## src/rtl/core/dpa_pkg.sv

```systemverilog
`timescale 1ns / 1ps

package dpa_pkg;

  // Data-processing opcodes, instr[24:21]
  typedef enum logic [3:0] {
    OP_AND = 4'h0,
    OP_EOR = 4'h1,
    OP_SUB = 4'h2,
    OP_RSB = 4'h3,
    OP_ADD = 4'h4,
    OP_ADC = 4'h5,
    OP_SBC = 4'h6,
    OP_RSC = 4'h7,
    OP_TST = 4'h8,
    OP_TEQ = 4'h9,
    OP_CMP = 4'hA,
    OP_CMN = 4'hB,
    OP_ORR = 4'hC,
    OP_MOV = 4'hD,
    OP_BIC = 4'hE,
    OP_MVN = 4'hF
  } alu_op_e;

  // Shift type field, instr[6:5]
  localparam logic [1:0] ShTypeLsl = 2'd0;
  localparam logic [1:0] ShTypeLsr = 2'd1;
  localparam logic [1:0] ShTypeAsr = 2'd2;
  localparam logic [1:0] ShTypeRor = 2'd3;

  // Normalized shift operation handed to the barrel shifter
  typedef enum logic [2:0] {
    SH_LSL,
    SH_LSR,
    SH_ASR,
    SH_ROR,
    SH_RRX
  } shift_kind_e;

  localparam int unsigned DataW = 32;
  localparam int unsigned AmtW  = 6;

  // Amount 32 is a full shift; 33 clears value and carry for LSL/LSR
  localparam logic [AmtW-1:0] AmtZero = 6'd0;
  localparam logic [AmtW-1:0] AmtFull = 6'd32;
  localparam logic [AmtW-1:0] AmtOver = 6'd33;

  localparam logic [3:0] PcReg = 4'd15;

  typedef struct packed {
    shift_kind_e       kind;
    logic [AmtW-1:0]   amount;
    logic [DataW-1:0]  data;
  } shift_req_t;

  typedef struct packed {
    alu_op_e     opcode;
    logic [3:0]  rd;
    logic        write_result;
    logic        flags_update;
    logic        restore_psr;
    logic        illegal_mode;
    logic [2:0]  cycles;
    logic        carry_in;
    logic        overflow_in;
  } ctrl_t;

endpackage

```

## src/rtl/core/arm_data_processing_alu.sv

```systemverilog
`timescale 1ns / 1ps

// ARM data-processing execute unit: barrel shifter plus 16-operation ALU.
// Four register stages (operand-2 decode, barrel shift, add/logic, flag
// generation into the output register) take one transaction per clock while
// the output drains, so the sustained rate is one instruction per cycle.
// Decode captures at the accepting edge; the shifter, ALU and output registers
// follow, and out_valid_o comes from the last. Each stage holds its own valid
// bit and stalls only when its successor is full, so out_ready_i low lets the
// pipeline fill up before in_ready_o drops. The cycles_o field is the
// architectural cost of the instruction, not the latency of this unit.
module arm_data_processing_alu (
  input  logic        clk_i,
  input  logic        rst_ni,
  input  logic        in_valid_i,
  output logic        in_ready_o,
  input  logic [31:0] instr_i,
  input  logic [31:0] rn_value_i,
  input  logic [31:0] rm_value_i,
  input  logic [31:0] rs_value_i,
  input  logic        carry_in_i,
  input  logic        overflow_in_i,
  input  logic        user_mode_i,
  output logic        out_valid_o,
  input  logic        out_ready_i,
  output logic [31:0] result_o,
  output logic [3:0]  dest_reg_o,
  output logic        write_result_o,
  output logic        flags_update_o,
  output logic        flag_n_o,
  output logic        flag_z_o,
  output logic        flag_c_o,
  output logic        flag_v_o,
  output logic        restore_psr_o,
  output logic        illegal_mode_o,
  output logic [2:0]  cycles_o
);

  logic                        dec_valid, dec_ready;
  dpa_pkg::shift_req_t         dec_shift;
  logic [dpa_pkg::DataW-1:0]   dec_rn;
  dpa_pkg::ctrl_t              dec_ctrl;

  logic                        sh_valid, sh_ready;
  logic [dpa_pkg::DataW-1:0]   sh_operand;
  logic                        sh_carry;
  logic [dpa_pkg::DataW-1:0]   sh_rn;
  dpa_pkg::ctrl_t              sh_ctrl;

  logic                        alu_valid, alu_ready;
  logic [dpa_pkg::DataW-1:0]   alu_result;
  logic                        alu_carry;
  logic                        alu_ovf;
  dpa_pkg::ctrl_t              alu_ctrl;

  logic                        out_valid_q;
  logic [dpa_pkg::DataW-1:0]   result_q;
  logic                        flag_n_q, flag_z_q, flag_c_q, flag_v_q;
  dpa_pkg::ctrl_t              ctrl_q;

  // Stage 1: operand-2 decode and control
  dpa_decode u_decode (
    .clk_i         (clk_i),
    .rst_ni        (rst_ni),
    .valid_i       (in_valid_i),
    .ready_o       (in_ready_o),
    .instr_i       (instr_i),
    .rn_value_i    (rn_value_i),
    .rm_value_i    (rm_value_i),
    .rs_value_i    (rs_value_i),
    .carry_in_i    (carry_in_i),
    .overflow_in_i (overflow_in_i),
    .user_mode_i   (user_mode_i),
    .valid_o       (dec_valid),
    .ready_i       (dec_ready),
    .shift_o       (dec_shift),
    .rn_o          (dec_rn),
    .ctrl_o        (dec_ctrl)
  );

  // Stage 2: barrel shifter
  dpa_shifter u_shifter (
    .clk_i         (clk_i),
    .rst_ni        (rst_ni),
    .valid_i       (dec_valid),
    .ready_o       (dec_ready),
    .shift_i       (dec_shift),
    .rn_i          (dec_rn),
    .ctrl_i        (dec_ctrl),
    .valid_o       (sh_valid),
    .ready_i       (sh_ready),
    .operand_o     (sh_operand),
    .shift_carry_o (sh_carry),
    .rn_o          (sh_rn),
    .ctrl_o        (sh_ctrl)
  );

  // Stage 3: adder and logic unit
  dpa_alu u_alu (
    .clk_i         (clk_i),
    .rst_ni        (rst_ni),
    .valid_i       (sh_valid),
    .ready_o       (sh_ready),
    .rn_i          (sh_rn),
    .operand_i     (sh_operand),
    .shift_carry_i (sh_carry),
    .ctrl_i        (sh_ctrl),
    .valid_o       (alu_valid),
    .ready_i       (alu_ready),
    .result_o      (alu_result),
    .carry_o       (alu_carry),
    .overflow_o    (alu_ovf),
    .ctrl_o        (alu_ctrl)
  );

  // Stage 4: N/Z generation into the output register
  assign alu_ready = !out_valid_q || out_ready_i;

  always_ff @(posedge clk_i or negedge rst_ni) begin
    if (!rst_ni) begin
      out_valid_q <= 1'b0;
    end else if (alu_ready) begin
      out_valid_q <= alu_valid;
    end
  end

  always_ff @(posedge clk_i) begin
    if (alu_ready && alu_valid) begin
      result_q <= alu_result;
      flag_n_q <= alu_result[dpa_pkg::DataW-1];
      flag_z_q <= (alu_result == '0);
      flag_c_q <= alu_carry;
      flag_v_q <= alu_ovf;
      ctrl_q   <= alu_ctrl;
    end
  end

  assign out_valid_o    = out_valid_q;
  assign result_o       = result_q;
  assign dest_reg_o     = ctrl_q.rd;
  assign write_result_o = ctrl_q.write_result;
  assign flags_update_o = ctrl_q.flags_update;
  assign flag_n_o       = flag_n_q;
  assign flag_z_o       = flag_z_q;
  assign flag_c_o       = flag_c_q;
  assign flag_v_o       = flag_v_q;
  assign restore_psr_o  = ctrl_q.restore_psr;
  assign illegal_mode_o = ctrl_q.illegal_mode;
  assign cycles_o       = ctrl_q.cycles;

`ifndef SYNTHESIS
  // An illegal PSR write never writes back or updates flags
  assert property (@(posedge clk_i) disable iff (!rst_ni)
    out_valid_o && illegal_mode_o |-> !write_result_o && !flags_update_o)
    else $error("illegal mode transaction writes result or flags");

  // Restore and illegal are exclusive and only happen with Rd = PC
  assert property (@(posedge clk_i) disable iff (!rst_ni)
    out_valid_o && (restore_psr_o || illegal_mode_o) |->
      !(restore_psr_o && illegal_mode_o) && dest_reg_o == dpa_pkg::PcReg)
    else $error("PSR restore/illegal decode mismatch");

  // PC destination adds two to the cost field
  assert property (@(posedge clk_i) disable iff (!rst_ni)
    out_valid_o |-> (cycles_o >= 3'd3) == (dest_reg_o == dpa_pkg::PcReg))
    else $error("cycle cost does not match destination");

  // Cost is always in 1..4
  assert property (@(posedge clk_i) disable iff (!rst_ni)
    out_valid_o |-> cycles_o >= 3'd1 && cycles_o <= 3'd4)
    else $error("cycle cost out of range");

  // Zero and negative flags follow the result
  assert property (@(posedge clk_i) disable iff (!rst_ni)
    out_valid_o |-> flag_z_o == (result_o == '0) && flag_n_o == result_o[31])
    else $error("N/Z flags inconsistent with result");
`endif

endmodule

```

## src/rtl/core/dpa_decode.sv

```systemverilog
`timescale 1ns / 1ps

module dpa_decode (
  input  logic                            clk_i,
  input  logic                            rst_ni,
  input  logic                            valid_i,
  output logic                            ready_o,
  input  logic [31:0]                     instr_i,
  input  logic [dpa_pkg::DataW-1:0]       rn_value_i,
  input  logic [dpa_pkg::DataW-1:0]       rm_value_i,
  input  logic [dpa_pkg::DataW-1:0]       rs_value_i,
  input  logic                            carry_in_i,
  input  logic                            overflow_in_i,
  input  logic                            user_mode_i,
  output logic                            valid_o,
  input  logic                            ready_i,
  output dpa_pkg::shift_req_t             shift_o,
  output logic [dpa_pkg::DataW-1:0]       rn_o,
  output dpa_pkg::ctrl_t                  ctrl_o
);

  logic                        valid_q;
  dpa_pkg::shift_req_t         shift_d, shift_q;
  dpa_pkg::ctrl_t              ctrl_d, ctrl_q;
  logic [dpa_pkg::DataW-1:0]   rn_q;

  logic        imm_mode;
  logic        reg_shift;
  logic [1:0]  sh_type;
  logic [4:0]  imm_amt;
  logic [7:0]  rs_amt;
  logic        is_test;
  logic        pc_dest;
  logic        s_bit;

  assign imm_mode  = instr_i[25];
  assign reg_shift = !instr_i[25] && instr_i[4];
  assign sh_type   = instr_i[6:5];
  assign imm_amt   = instr_i[11:7];
  assign rs_amt    = rs_value_i[7:0];

  // Operand 2 decode: fold every encoding into kind + amount
  always_comb begin
    shift_d.kind   = dpa_pkg::SH_LSL;
    shift_d.amount = dpa_pkg::AmtZero;
    shift_d.data   = rm_value_i;
    if (imm_mode) begin
      shift_d.kind   = dpa_pkg::SH_ROR;
      shift_d.data   = {24'd0, instr_i[7:0]};
      shift_d.amount = {1'b0, instr_i[11:8], 1'b0};
    end else if (reg_shift) begin
      if (rs_amt != 8'd0) begin
        case (sh_type)
          dpa_pkg::ShTypeLsl: begin
            shift_d.kind   = dpa_pkg::SH_LSL;
            shift_d.amount = (rs_amt > 8'd32) ? dpa_pkg::AmtOver : rs_amt[5:0];
          end
          dpa_pkg::ShTypeLsr: begin
            shift_d.kind   = dpa_pkg::SH_LSR;
            shift_d.amount = (rs_amt > 8'd32) ? dpa_pkg::AmtOver : rs_amt[5:0];
          end
          dpa_pkg::ShTypeAsr: begin
            shift_d.kind   = dpa_pkg::SH_ASR;
            shift_d.amount = (rs_amt >= 8'd32) ? dpa_pkg::AmtFull : rs_amt[5:0];
          end
          default: begin
            // nonzero multiple of 32 rotates by nothing but still takes carry from bit 31
            shift_d.kind   = dpa_pkg::SH_ROR;
            shift_d.amount = (rs_amt[4:0] == 5'd0) ? dpa_pkg::AmtFull
                                                   : {1'b0, rs_amt[4:0]};
          end
        endcase
      end
    end else begin
      case (sh_type)
        dpa_pkg::ShTypeLsl: begin
          shift_d.kind   = dpa_pkg::SH_LSL;
          shift_d.amount = {1'b0, imm_amt};
        end
        dpa_pkg::ShTypeLsr: begin
          shift_d.kind   = dpa_pkg::SH_LSR;
          shift_d.amount = (imm_amt == 5'd0) ? dpa_pkg::AmtFull : {1'b0, imm_amt};
        end
        dpa_pkg::ShTypeAsr: begin
          shift_d.kind   = dpa_pkg::SH_ASR;
          shift_d.amount = (imm_amt == 5'd0) ? dpa_pkg::AmtFull : {1'b0, imm_amt};
        end
        default: begin
          // ROR #0 encodes RRX
          shift_d.kind   = (imm_amt == 5'd0) ? dpa_pkg::SH_RRX : dpa_pkg::SH_ROR;
          shift_d.amount = {1'b0, imm_amt};
        end
      endcase
    end
  end

  // Write-back and PSR control
  assign s_bit   = instr_i[20];
  assign pc_dest = (instr_i[15:12] == dpa_pkg::PcReg);

  always_comb begin
    ctrl_d.opcode = dpa_pkg::alu_op_e'(instr_i[24:21]);
    is_test       = ctrl_d.opcode inside {dpa_pkg::OP_TST, dpa_pkg::OP_TEQ,
                                          dpa_pkg::OP_CMP, dpa_pkg::OP_CMN};
    ctrl_d.rd           = instr_i[15:12];
    ctrl_d.restore_psr  = s_bit && pc_dest && !user_mode_i;
    ctrl_d.illegal_mode = s_bit && pc_dest && user_mode_i;
    ctrl_d.flags_update = s_bit && !pc_dest;
    ctrl_d.write_result = !is_test && !ctrl_d.illegal_mode;
    ctrl_d.cycles       = 3'd1 + {2'b00, reg_shift} + (pc_dest ? 3'd2 : 3'd0);
    ctrl_d.carry_in     = carry_in_i;
    ctrl_d.overflow_in  = overflow_in_i;
  end

  assign ready_o = !valid_q || ready_i;

  // Stage register
  always_ff @(posedge clk_i or negedge rst_ni) begin
    if (!rst_ni) begin
      valid_q <= 1'b0;
    end else if (ready_o) begin
      valid_q <= valid_i;
    end
  end

  always_ff @(posedge clk_i) begin
    if (ready_o && valid_i) begin
      shift_q <= shift_d;
      ctrl_q  <= ctrl_d;
      rn_q    <= rn_value_i;
    end
  end

  assign valid_o = valid_q;
  assign shift_o = shift_q;
  assign ctrl_o  = ctrl_q;
  assign rn_o    = rn_q;

endmodule

```

## src/rtl/core/dpa_shifter.sv

```systemverilog
`timescale 1ns / 1ps

module dpa_shifter (
  input  logic                            clk_i,
  input  logic                            rst_ni,
  input  logic                            valid_i,
  output logic                            ready_o,
  input  dpa_pkg::shift_req_t             shift_i,
  input  logic [dpa_pkg::DataW-1:0]       rn_i,
  input  dpa_pkg::ctrl_t                  ctrl_i,
  output logic                            valid_o,
  input  logic                            ready_i,
  output logic [dpa_pkg::DataW-1:0]       operand_o,
  output logic                            shift_carry_o,
  output logic [dpa_pkg::DataW-1:0]       rn_o,
  output dpa_pkg::ctrl_t                  ctrl_o
);

  logic                        valid_q;
  logic [dpa_pkg::DataW-1:0]   operand_d, operand_q;
  logic                        carry_d, carry_q;
  logic [dpa_pkg::DataW-1:0]   rn_q;
  dpa_pkg::ctrl_t              ctrl_q;

  logic [dpa_pkg::DataW:0]     lsl_w;
  logic [dpa_pkg::DataW:0]     lsr_w;
  logic signed [dpa_pkg::DataW:0] asr_in;
  logic signed [dpa_pkg::DataW:0] asr_w;
  logic [2*dpa_pkg::DataW-1:0] ror_w;
  logic                        amt_zero;

  // One extra bit below or above the word catches the last bit shifted out
  assign lsl_w    = {1'b0, shift_i.data} << shift_i.amount;
  assign lsr_w    = {shift_i.data, 1'b0} >> shift_i.amount;
  assign asr_in   = {shift_i.data, 1'b0};
  assign asr_w    = asr_in >>> shift_i.amount;
  assign ror_w    = {shift_i.data, shift_i.data} >> shift_i.amount[4:0];
  assign amt_zero = (shift_i.amount == dpa_pkg::AmtZero);

  // Barrel shifter select
  always_comb begin
    operand_d = shift_i.data;
    carry_d   = ctrl_i.carry_in;
    case (shift_i.kind)
      dpa_pkg::SH_LSL: begin
        operand_d = lsl_w[dpa_pkg::DataW-1:0];
        carry_d   = amt_zero ? ctrl_i.carry_in : lsl_w[dpa_pkg::DataW];
      end
      dpa_pkg::SH_LSR: begin
        operand_d = lsr_w[dpa_pkg::DataW:1];
        carry_d   = amt_zero ? ctrl_i.carry_in : lsr_w[0];
      end
      dpa_pkg::SH_ASR: begin
        operand_d = asr_w[dpa_pkg::DataW:1];
        carry_d   = amt_zero ? ctrl_i.carry_in : asr_w[0];
      end
      dpa_pkg::SH_ROR: begin
        // carry out of a rotate is the new bit 31
        operand_d = ror_w[dpa_pkg::DataW-1:0];
        carry_d   = amt_zero ? ctrl_i.carry_in : ror_w[dpa_pkg::DataW-1];
      end
      dpa_pkg::SH_RRX: begin
        operand_d = {ctrl_i.carry_in, shift_i.data[dpa_pkg::DataW-1:1]};
        carry_d   = shift_i.data[0];
      end
      default: begin
        operand_d = shift_i.data;
        carry_d   = ctrl_i.carry_in;
      end
    endcase
  end

  assign ready_o = !valid_q || ready_i;

  // Stage register
  always_ff @(posedge clk_i or negedge rst_ni) begin
    if (!rst_ni) begin
      valid_q <= 1'b0;
    end else if (ready_o) begin
      valid_q <= valid_i;
    end
  end

  always_ff @(posedge clk_i) begin
    if (ready_o && valid_i) begin
      operand_q <= operand_d;
      carry_q   <= carry_d;
      rn_q      <= rn_i;
      ctrl_q    <= ctrl_i;
    end
  end

  assign valid_o       = valid_q;
  assign operand_o     = operand_q;
  assign shift_carry_o = carry_q;
  assign rn_o          = rn_q;
  assign ctrl_o        = ctrl_q;

endmodule

```

## src/rtl/core/dpa_alu.sv

```systemverilog
`timescale 1ns / 1ps

module dpa_alu (
  input  logic                            clk_i,
  input  logic                            rst_ni,
  input  logic                            valid_i,
  output logic                            ready_o,
  input  logic [dpa_pkg::DataW-1:0]       rn_i,
  input  logic [dpa_pkg::DataW-1:0]       operand_i,
  input  logic                            shift_carry_i,
  input  dpa_pkg::ctrl_t                  ctrl_i,
  output logic                            valid_o,
  input  logic                            ready_i,
  output logic [dpa_pkg::DataW-1:0]       result_o,
  output logic                            carry_o,
  output logic                            overflow_o,
  output dpa_pkg::ctrl_t                  ctrl_o
);

  logic                        valid_q;
  logic [dpa_pkg::DataW-1:0]   result_d, result_q;
  logic                        carry_d, carry_q;
  logic                        ovf_d, ovf_q;
  dpa_pkg::ctrl_t              ctrl_q;

  logic [dpa_pkg::DataW-1:0]   add_x, add_y;
  logic                        add_cin;
  logic [dpa_pkg::DataW:0]     sum;
  logic                        add_v;

  // Adder operand select: subtracts are x + ~y + carry
  always_comb begin
    add_x   = rn_i;
    add_y   = operand_i;
    add_cin = 1'b0;
    case (ctrl_i.opcode)
      dpa_pkg::OP_SUB, dpa_pkg::OP_CMP: begin
        add_y   = ~operand_i;
        add_cin = 1'b1;
      end
      dpa_pkg::OP_RSB: begin
        add_x   = operand_i;
        add_y   = ~rn_i;
        add_cin = 1'b1;
      end
      dpa_pkg::OP_ADC: begin
        add_cin = ctrl_i.carry_in;
      end
      dpa_pkg::OP_SBC: begin
        add_y   = ~operand_i;
        add_cin = ctrl_i.carry_in;
      end
      dpa_pkg::OP_RSC: begin
        add_x   = operand_i;
        add_y   = ~rn_i;
        add_cin = ctrl_i.carry_in;
      end
      default: begin
        add_x   = rn_i;
        add_y   = operand_i;
        add_cin = 1'b0;
      end
    endcase
  end

  assign sum   = {1'b0, add_x} + {1'b0, add_y} + {{dpa_pkg::DataW{1'b0}}, add_cin};
  assign add_v = (add_x[dpa_pkg::DataW-1] ^ sum[dpa_pkg::DataW-1]) &
                 (add_y[dpa_pkg::DataW-1] ^ sum[dpa_pkg::DataW-1]);

  // Result and C/V select
  always_comb begin
    result_d = sum[dpa_pkg::DataW-1:0];
    carry_d  = sum[dpa_pkg::DataW];
    ovf_d    = add_v;
    case (ctrl_i.opcode)
      dpa_pkg::OP_AND, dpa_pkg::OP_TST,
      dpa_pkg::OP_EOR, dpa_pkg::OP_TEQ,
      dpa_pkg::OP_ORR, dpa_pkg::OP_MOV,
      dpa_pkg::OP_BIC, dpa_pkg::OP_MVN: begin
        carry_d = shift_carry_i;
        ovf_d   = ctrl_i.overflow_in;
        case (ctrl_i.opcode)
          dpa_pkg::OP_AND, dpa_pkg::OP_TST: result_d = rn_i & operand_i;
          dpa_pkg::OP_EOR, dpa_pkg::OP_TEQ: result_d = rn_i ^ operand_i;
          dpa_pkg::OP_ORR:                  result_d = rn_i | operand_i;
          dpa_pkg::OP_MOV:                  result_d = operand_i;
          dpa_pkg::OP_BIC:                  result_d = rn_i & ~operand_i;
          default:                          result_d = ~operand_i;
        endcase
      end
      default: begin
        result_d = sum[dpa_pkg::DataW-1:0];
        carry_d  = sum[dpa_pkg::DataW];
        ovf_d    = add_v;
      end
    endcase
  end

  assign ready_o = !valid_q || ready_i;

  // Stage register
  always_ff @(posedge clk_i or negedge rst_ni) begin
    if (!rst_ni) begin
      valid_q <= 1'b0;
    end else if (ready_o) begin
      valid_q <= valid_i;
    end
  end

  always_ff @(posedge clk_i) begin
    if (ready_o && valid_i) begin
      result_q <= result_d;
      carry_q  <= carry_d;
      ovf_q    <= ovf_d;
      ctrl_q   <= ctrl_i;
    end
  end

  assign valid_o    = valid_q;
  assign result_o   = result_q;
  assign carry_o    = carry_q;
  assign overflow_o = ovf_q;
  assign ctrl_o     = ctrl_q;

endmodule

```

## config.mk

```make
export PLATFORM = sky130hd
export DESIGN_NAME = arm_data_processing_alu
export DESIGN_NICKNAME = d
export VERILOG_FILES = /design/src/rtl/core/dpa_pkg.sv /design/src/rtl/core/arm_data_processing_alu.sv /design/src/rtl/core/dpa_decode.sv /design/src/rtl/core/dpa_shifter.sv /design/src/rtl/core/dpa_alu.sv
export SDC_FILE = /design/constraint.sdc
export NUM_CORES = 1
export LEC_CHECK = 0
export BUFFER_PORTS_ARGS = -buffer_cell sky130_fd_sc_hd__buf_2
export CAP_MARGIN = 10
export CELL_PAD_IN_SITES_DETAIL_PLACEMENT = 1
export CELL_PAD_IN_SITES_GLOBAL_PLACEMENT = 1
export CORE_UTILIZATION = 33
export CTS_CLUSTER_DIAMETER = 200
export DETAILED_ROUTE_END_ITERATION = 7
export PLACE_DENSITY = 0.68
export SETUP_SLACK_MARGIN = 0.2
export SLEW_MARGIN = 20
export SYNTH_ARGS = -nofsm -noshare
export SYNTH_HDL_FRONTEND = slang
export SYNTH_SLANG_ARGS = --single-unit
```

## constraint.sdc

```tcl
create_clock -name clk_i -period 5.6 [get_ports clk_i]
set_clock_uncertainty 0.2 [all_clocks]
set_input_delay 0.28 -clock clk_i [delete_from_list [all_inputs] [get_ports clk_i]]
set_output_delay 0.28 -clock clk_i [all_outputs]
set_load 0.005 [all_outputs]
```

# Yosys cells after proc, flatten, opt, wreduce, memory -nomap -nowiden
# Index checks and enable logic that the tools add are counted.
totals:
  reg_bits: 268
  latchBits: 0
  n_memories: 0
  input_bits: 135
  ramBits: 0
  out_inout_bits: 49
  mem_bits_ro: 0
classes:
  div_mod_pow: 0
  order_cmp: 2
  bitwise_logic: 9
  addsub: 4
  n_eq_ne: 24
  reduce_logical: 39
  muxes: 25
  shifts: 4
  mul: 0
ops:
  columns: ["operator", "count"]
  rows:
  - ["case mux 32 bit (5 select lines)", 2]
  - ["AND 32 bit", 2]
  - ["2-to-1 mux 32 bit", 2]
  - ["inverter 32 bit", 2]
  - ["case mux 32 bit (2 select lines)", 1]
  - [">> shifter 64 x 5 -> 32 bit", 1]
  - ["equality test 4 bit, second input constant", 12]
  - ["adder 32 x 32 -> 33 bit", 1]
  - ["adder 33 x 1 -> 33 bit", 1]
  - ["left shift 32 x 6 -> 33 bit", 1]
  - [">> shifter 33 x 6 -> 33 bit", 1]
  - [">>> shifter 33 x 6 -> 33 bit", 1]
  - ["zero test 32 bit", 1]
  - ["bitwise OR 32 bit", 1]
  - ["bitwise XOR 32 bit", 1]
  - ["case mux 9 bit (3 select lines)", 1]
  - ["2-to-1 mux 6 bit", 4]
  - ["case mux 8 bit (3 select lines)", 1]
  - ["2-to-1 mux 9 bit", 2]
  - ["equality test 4 x 3 -> 1 bit, second input constant", 3]
  - ["logical AND 1 bit", 10]
  - ["zero test 5 bit", 2]
  - ["zero test 1 bit", 9]
  - ["OR reduction 3 bit", 3]
  - ["other kinds (29)", 42]

# Logic depth before layout (Yosys ltp)
depth:
  word_depth: 8
  depth_mapped: 19
  depth_no_buf: 17

# By module
# Synthesis repeated with hierarchy kept, for this count alone.
hier_totals:
  cells_unflattened: 1959
  area_unflattened_um2: 19421.1
modules_own_cells:
  columns: ["module", "area_per_inst_um2", "cells_per_inst", "instances"]
  rows:
  - ["dpa_shifter", 8141.6, 845, 1]
  - ["dpa_alu", 6471.2, 876, 1]
  - ["dpa_decode", 3303.2, 176, 1]
  - ["arm_data_processing_alu", 1505.2, 62, 1]

# Worst setup path after synthesis
# Ideal clock, no wire load.
synth_path:
  path_type: "register to register"
  startpoint: "register u_shifter.ctrl_q, in the netlist u_shifter.ctrl_o[13]"
  endpoint: "register u_alu.result_q, in the netlist u_alu.result_o[22] (data pin)"
  slack_ps: 1382
  required_time_ps: 5135
  n_path_buf: 3
  setup_time_ps: 265
  path_stages_with_launch: 19
  arrival_time_ps: 3753
  path_cell_list: "edfxtp_1 nand2_1 or2_0 clkbuf_1 clkbuf_1 clkbuf_1 nor2_1 a21oi_1 fa_1 fa_1 nor2b_1 o21a_1 o21a_1 o2111ai_1 a21oi_1 a31oi_1 a21boi_1 mux2i_1 o21ai_1"
synth_between:
  elab_chain_len: 6
  word_cells_on_any_way: 28
  classes_between: "add/sub: 2; eq/ne: 13; mux: 5; reduce/logical: 8"
synth_lines:
  columns: ["element", "line_no", "source"]
  rows:
  - ["start: declaration", "dpa_shifter.sv:23", "dpa_pkg::ctrl_t ctrl_q;"]
  - ["start signal: assignment", "dpa_shifter.sv:89", "ctrl_q <= ctrl_i;"]
  - ["equality test 4 x 2 -> 1 bit, or another cell as far along", "dpa_alu.sv:36", "case (ctrl_i.opcode)"]
  - ["OR reduction 3 bit (no line) or OR reduction 2 bit (tied branches)", null, null]
  - ["case mux 32 bit (2 select lines) or 2-to-1 mux 32 bit (tied branches)", "dpa_alu.sv:36", null]
  - ["adder 32 x 32 -> 33 bit", "dpa_alu.sv:66", "assign sum = {1'b0, add_x} + {1'b0, add_y} + {{dpa_pkg::DataW{1'b0}}, add_cin};"]
  - ["adder 33 x 1 -> 33 bit", "dpa_alu.sv:66", null]
  - ["2-to-1 mux 32 bit *", "dpa_alu.sv:75", "case (ctrl_i.opcode)"]
  - ["net u_alu.result_d (one bit)", "dpa_alu.sv:21", "logic [dpa_pkg::DataW-1:0] result_d, result_q;"]
  - ["end signal: assignment", "dpa_alu.sv:112", "result_q <= result_d;"]
  - ["end: declaration", "dpa_alu.sv:21", null]
# The timed path passes the listed nets; every way through them passes the cells marked *.
# A chain may end at the register's enable or synchronous reset.

# Worst setup path after layout
# Ends and elaborated chain as after synthesis.

==> impl_metrics.toml <==
[floorplan]
core_area_sq_um = 54130
die_area_sq_um = 56070
initial_core_util = 0.3361
fp.dieW_microns = 236.8
num_io_pins = 184
die_y_microns = 236.8
row_count = 85

[final_layout]
drive_above_1_share = 0.1456
fin_area_sq_um = 21650
layout_common_cells = "edfxtp_1 (263), nor2_1 (229), o21ai_0 (203)"
final_core_util = 0.4000
fillCellCount = 6139
final_common_cell = "edfxtp_1"
layout.nets = 2322
diodes = 0
area_delta_synth_final_pct = 19.00

[synth]
synth.ff_latch_count = 267
async_reset_ff_frac = 0.01498
syn-instance-count = 1926
ys_top_cells_by_area = "edfxtp_1 (43%), o21ai_0 (5.6%), nor2_1 (4.7%)"
netlist_area_sq_um = 18190
syn_area_per_cell_sq_um = 9.446
synth_cell_types = 77
ys_seq_area_frac = 0.4396
synth_top_area_share = 0.4341
dominantRegCellSynth = "edfxtp_1"
synth_top_area_cell = "edfxtp_1"
yosysWarnings = 0
synth_fp_nets = 2127
synth_edf_count = 263

[clock_network]
cts.clk_slew.worst_paths_ps = 70
cts_setup_buffers = 0
numCtsBuffers = 31
h-tree-depth = 1
root_buffer = "clkbuf_16"
cts_sinks = 267
insertion_delay_ps = 600
cts_tree = "built"
ctsLongestPathBuffers = 3

[sta]
fmax_mhz = 205.6
slew_viol_final = 0
setup_tns_ps = 0
worstMarginPinSlew_ps = 1013
slew_headroom = 0.3172
hold_ws_ps = 40.68
hold_viol_final = 0
grt_setup_unrepaired = "no"
fin_ws_ps = 736.7
fin_crit_ps = 4863
fin_crit_sh = 0.8684
finalSetupViolCount = 0

[worst_setup_path]
reg2regPathDepth = 15
crit_type = "flip-flop to flip-flop"
r2r_start = "u_shifter.ctrl_o[13]$_DFFE_PP_"
cp-end-kind = "flip-flop"
worst-r2r-setup-slack_ps = 740
r2r-end = "u_alu.result_o[22]$_DFFE_PP_"
cp_max_fo = 23
crit_arrival_ps = 4980
cp.required_ps = 5720
cp-start-kind = "flip-flop"

[placed_design]
post-place-ws_ps = 815.2
gp_congestion = 0.9875
io_buffer_count = 149
dp_hpwl_microns = 48770
dpl-instance-area_sq_um = 19630

[hold_path]
hold_start = "instr_i[4]"
hold_depth = 4
hold_end = "u_decode.shift_o[37]$_SDFFCE_PP0P_"
min-delay-path-class = "input pin to flip-flop"

[drt]
ant_nets = 0
vias_per_cell = 5.815
first_pass_iters = 5
drt_iter0_drc = 1260
via_count = 16510
drc = 0
routedWlPerCell_microns = 24.02
drt_wl_total_microns = 68180

[global_route]
gr-total-overflow = 0
grt_usage = 0.2403
grt_pass1_wl_microns = 103000
first_global_vias = 16830
antenna_found_initial = 0
grt_max_degree = 92

[job]
drv_cap = 0

[power_and_ir_drop]
power_density_nw_per_um2 = 327.8
leakage_nw = 8.386
peakVddDrop_v = 0.0002617

[outcome]
status = "complete, no violations"
-- power by group --
part / leakage (nW) / switching, mW / total (mW) / internal, mW
registers: 2.61 / 0.250 / 2.84 / 2.59
logic: 5.30 / 1.39 / 2.27 / 0.881
clock network: 0.471 / 0.868 / 1.98 / 1.11
-- repair_timing --
item | in CTS | in global routing
resized for setup | 0 | 0
hold buffers | 103 | 0
endpoints found under the hold margin | 95 | 0
-- cell usage after synthesis, types with 5 or more instances --
cell type and n:
a2111oi_0 6, nand2b_1 30, nand3_1 23, nor3_1 23, mux2i_1 81, o21ai_0 204
and2_1 13, mux4_2 32, xnor2_1 13, a221o_1 9, clkbuf_1 91, a31oi_1 17
nand2_1 187, nor2_1 230, a32oi_1 5, o22ai_1 16, edfxtp_1 263, ha_1 64
and3_1 9, o21bai_1 6, a211oi_1 27, a22o_1 6, o21ai_1 38, buf_2 14
nand4_1 9, o221ai_1 21, mux2_2 17, o21a_1 6, o211ai_1 28, nor4_1 10
xor2_1 8, nor2b_1 43, inv_1 82, a21oi_1 137, or3_1 7, buf_1 14
a221oi_1 22, a21o_1 24, o22a_1 8, o31ai_1 6, buf_4 7
-- registers in the layout, summed over array words and instances, names as in the netlist, 3 cells and up --
signal / count
cycles_o: 3
u_alu.ctrl_o: 11
dest_reg_o: 4
result_o: 32
u_decode.rn_o: 32
u_alu.result_o: 32
u_decode.shift_o: 41
u_shifter.operand_o: 32
u_shifter.ctrl_o: 17
u_decode.ctrl_o: 17
u_shifter.rn_o: 32
-- metrics by stage --
| step | instances | power (mW) |
|---|---|---|
| 6_report | 2839 | 7.098 |
| 5_1_grt | 2839 | 7.463 |
| 2_1_floorplan | 1926 | 4.271 |
| 4_1_cts | 2839 | 7.139 |
| 3_5_place_dp | 2681 | 5.066 |
| 3_3_place_gp | 2681 | 4.990 |
-- logic make-up (layout without fill, tap and decap cells) --
group                      count (synthesis)  after routing  share of synthesized area
DFF                                      267            267                     0.4396
buffers and inverters                    214            431                    0.04821
adders and majority gates                 66             66                    0.04621
and+or+nand+nor                          602            602                     0.1476
muxes                                    133            133                    0.09655
xor gates and xnor gates                  21             21                    0.01011
AOI/OAI and AO/OA                        623            623                     0.2117
-- layout make-up --
cell class,count,area [sq um],share of cell area
clock inverter,22,205.2,0.009478
tap,696,870.8,0.04022
clock buffer,33,783.3,0.03618
timing repair buffer,292,2115,0.09767
sequential,267,7998,0.3694
multi-input combinational,1445,9364,0.4325
inverter,84,315.3,0.01456
-- worst max-delay path by stage --
| stage | startpoint | endpoint | slack (ps) | cells after the start |
|---|---|---|---|---|
| 2_1_floorplan | u_shifter.ctrl_o[13]$_DFFE_PP_ | u_alu.result_o[22]$_DFFE_PP_ | 1380 | 18 |
| 3_3_place_gp | u_shifter.ctrl_o[14]$_DFFE_PP_ | u_alu.result_o[29]$_DFFE_PP_ | 930 | 17 |
| 3_5_place_dp | u_shifter.ctrl_o[13]$_DFFE_PP_ | u_alu.result_o[22]$_DFFE_PP_ | 820 | 15 |
| 4_1_cts | u_shifter.ctrl_o[13]$_DFFE_PP_ | u_alu.result_o[22]$_DFFE_PP_ | 790 | 15 |
| 5_1_grt | u_shifter.ctrl_o[13]$_DFFE_PP_ | u_alu.result_o[29]$_DFFE_PP_ | 540 | 17 |
| 6_report | u_shifter.ctrl_o[13]$_DFFE_PP_ | u_alu.result_o[22]$_DFFE_PP_ | 740 | 15 |
-- critical path: stages (launching register included) --
cell       delay, ps
edfxtp_1         350
nand2_1          260
or2_2            550
o22ai_1          220
a31oi_1           80
fa_1             470
fa_1             490
nor2b_1          130
o21a_1           140
o21a_1           180
o2111ai_1        230
a21oi_1          470
a31oi_1          220
a21boi_1         250
mux2i_1          260
o21ai_1           90
-- layer usage --
layer  global-route usage  vias to the layer above  share of wire
met5                    0                        -              0
met4               0.1006                        0          0.044
met3              0.03357                      157          0.055
met2               0.4109                      570           0.48
met1               0.3034                     8218           0.42
li1                     -                     7564              -
(Power assumes the default switching activity.)
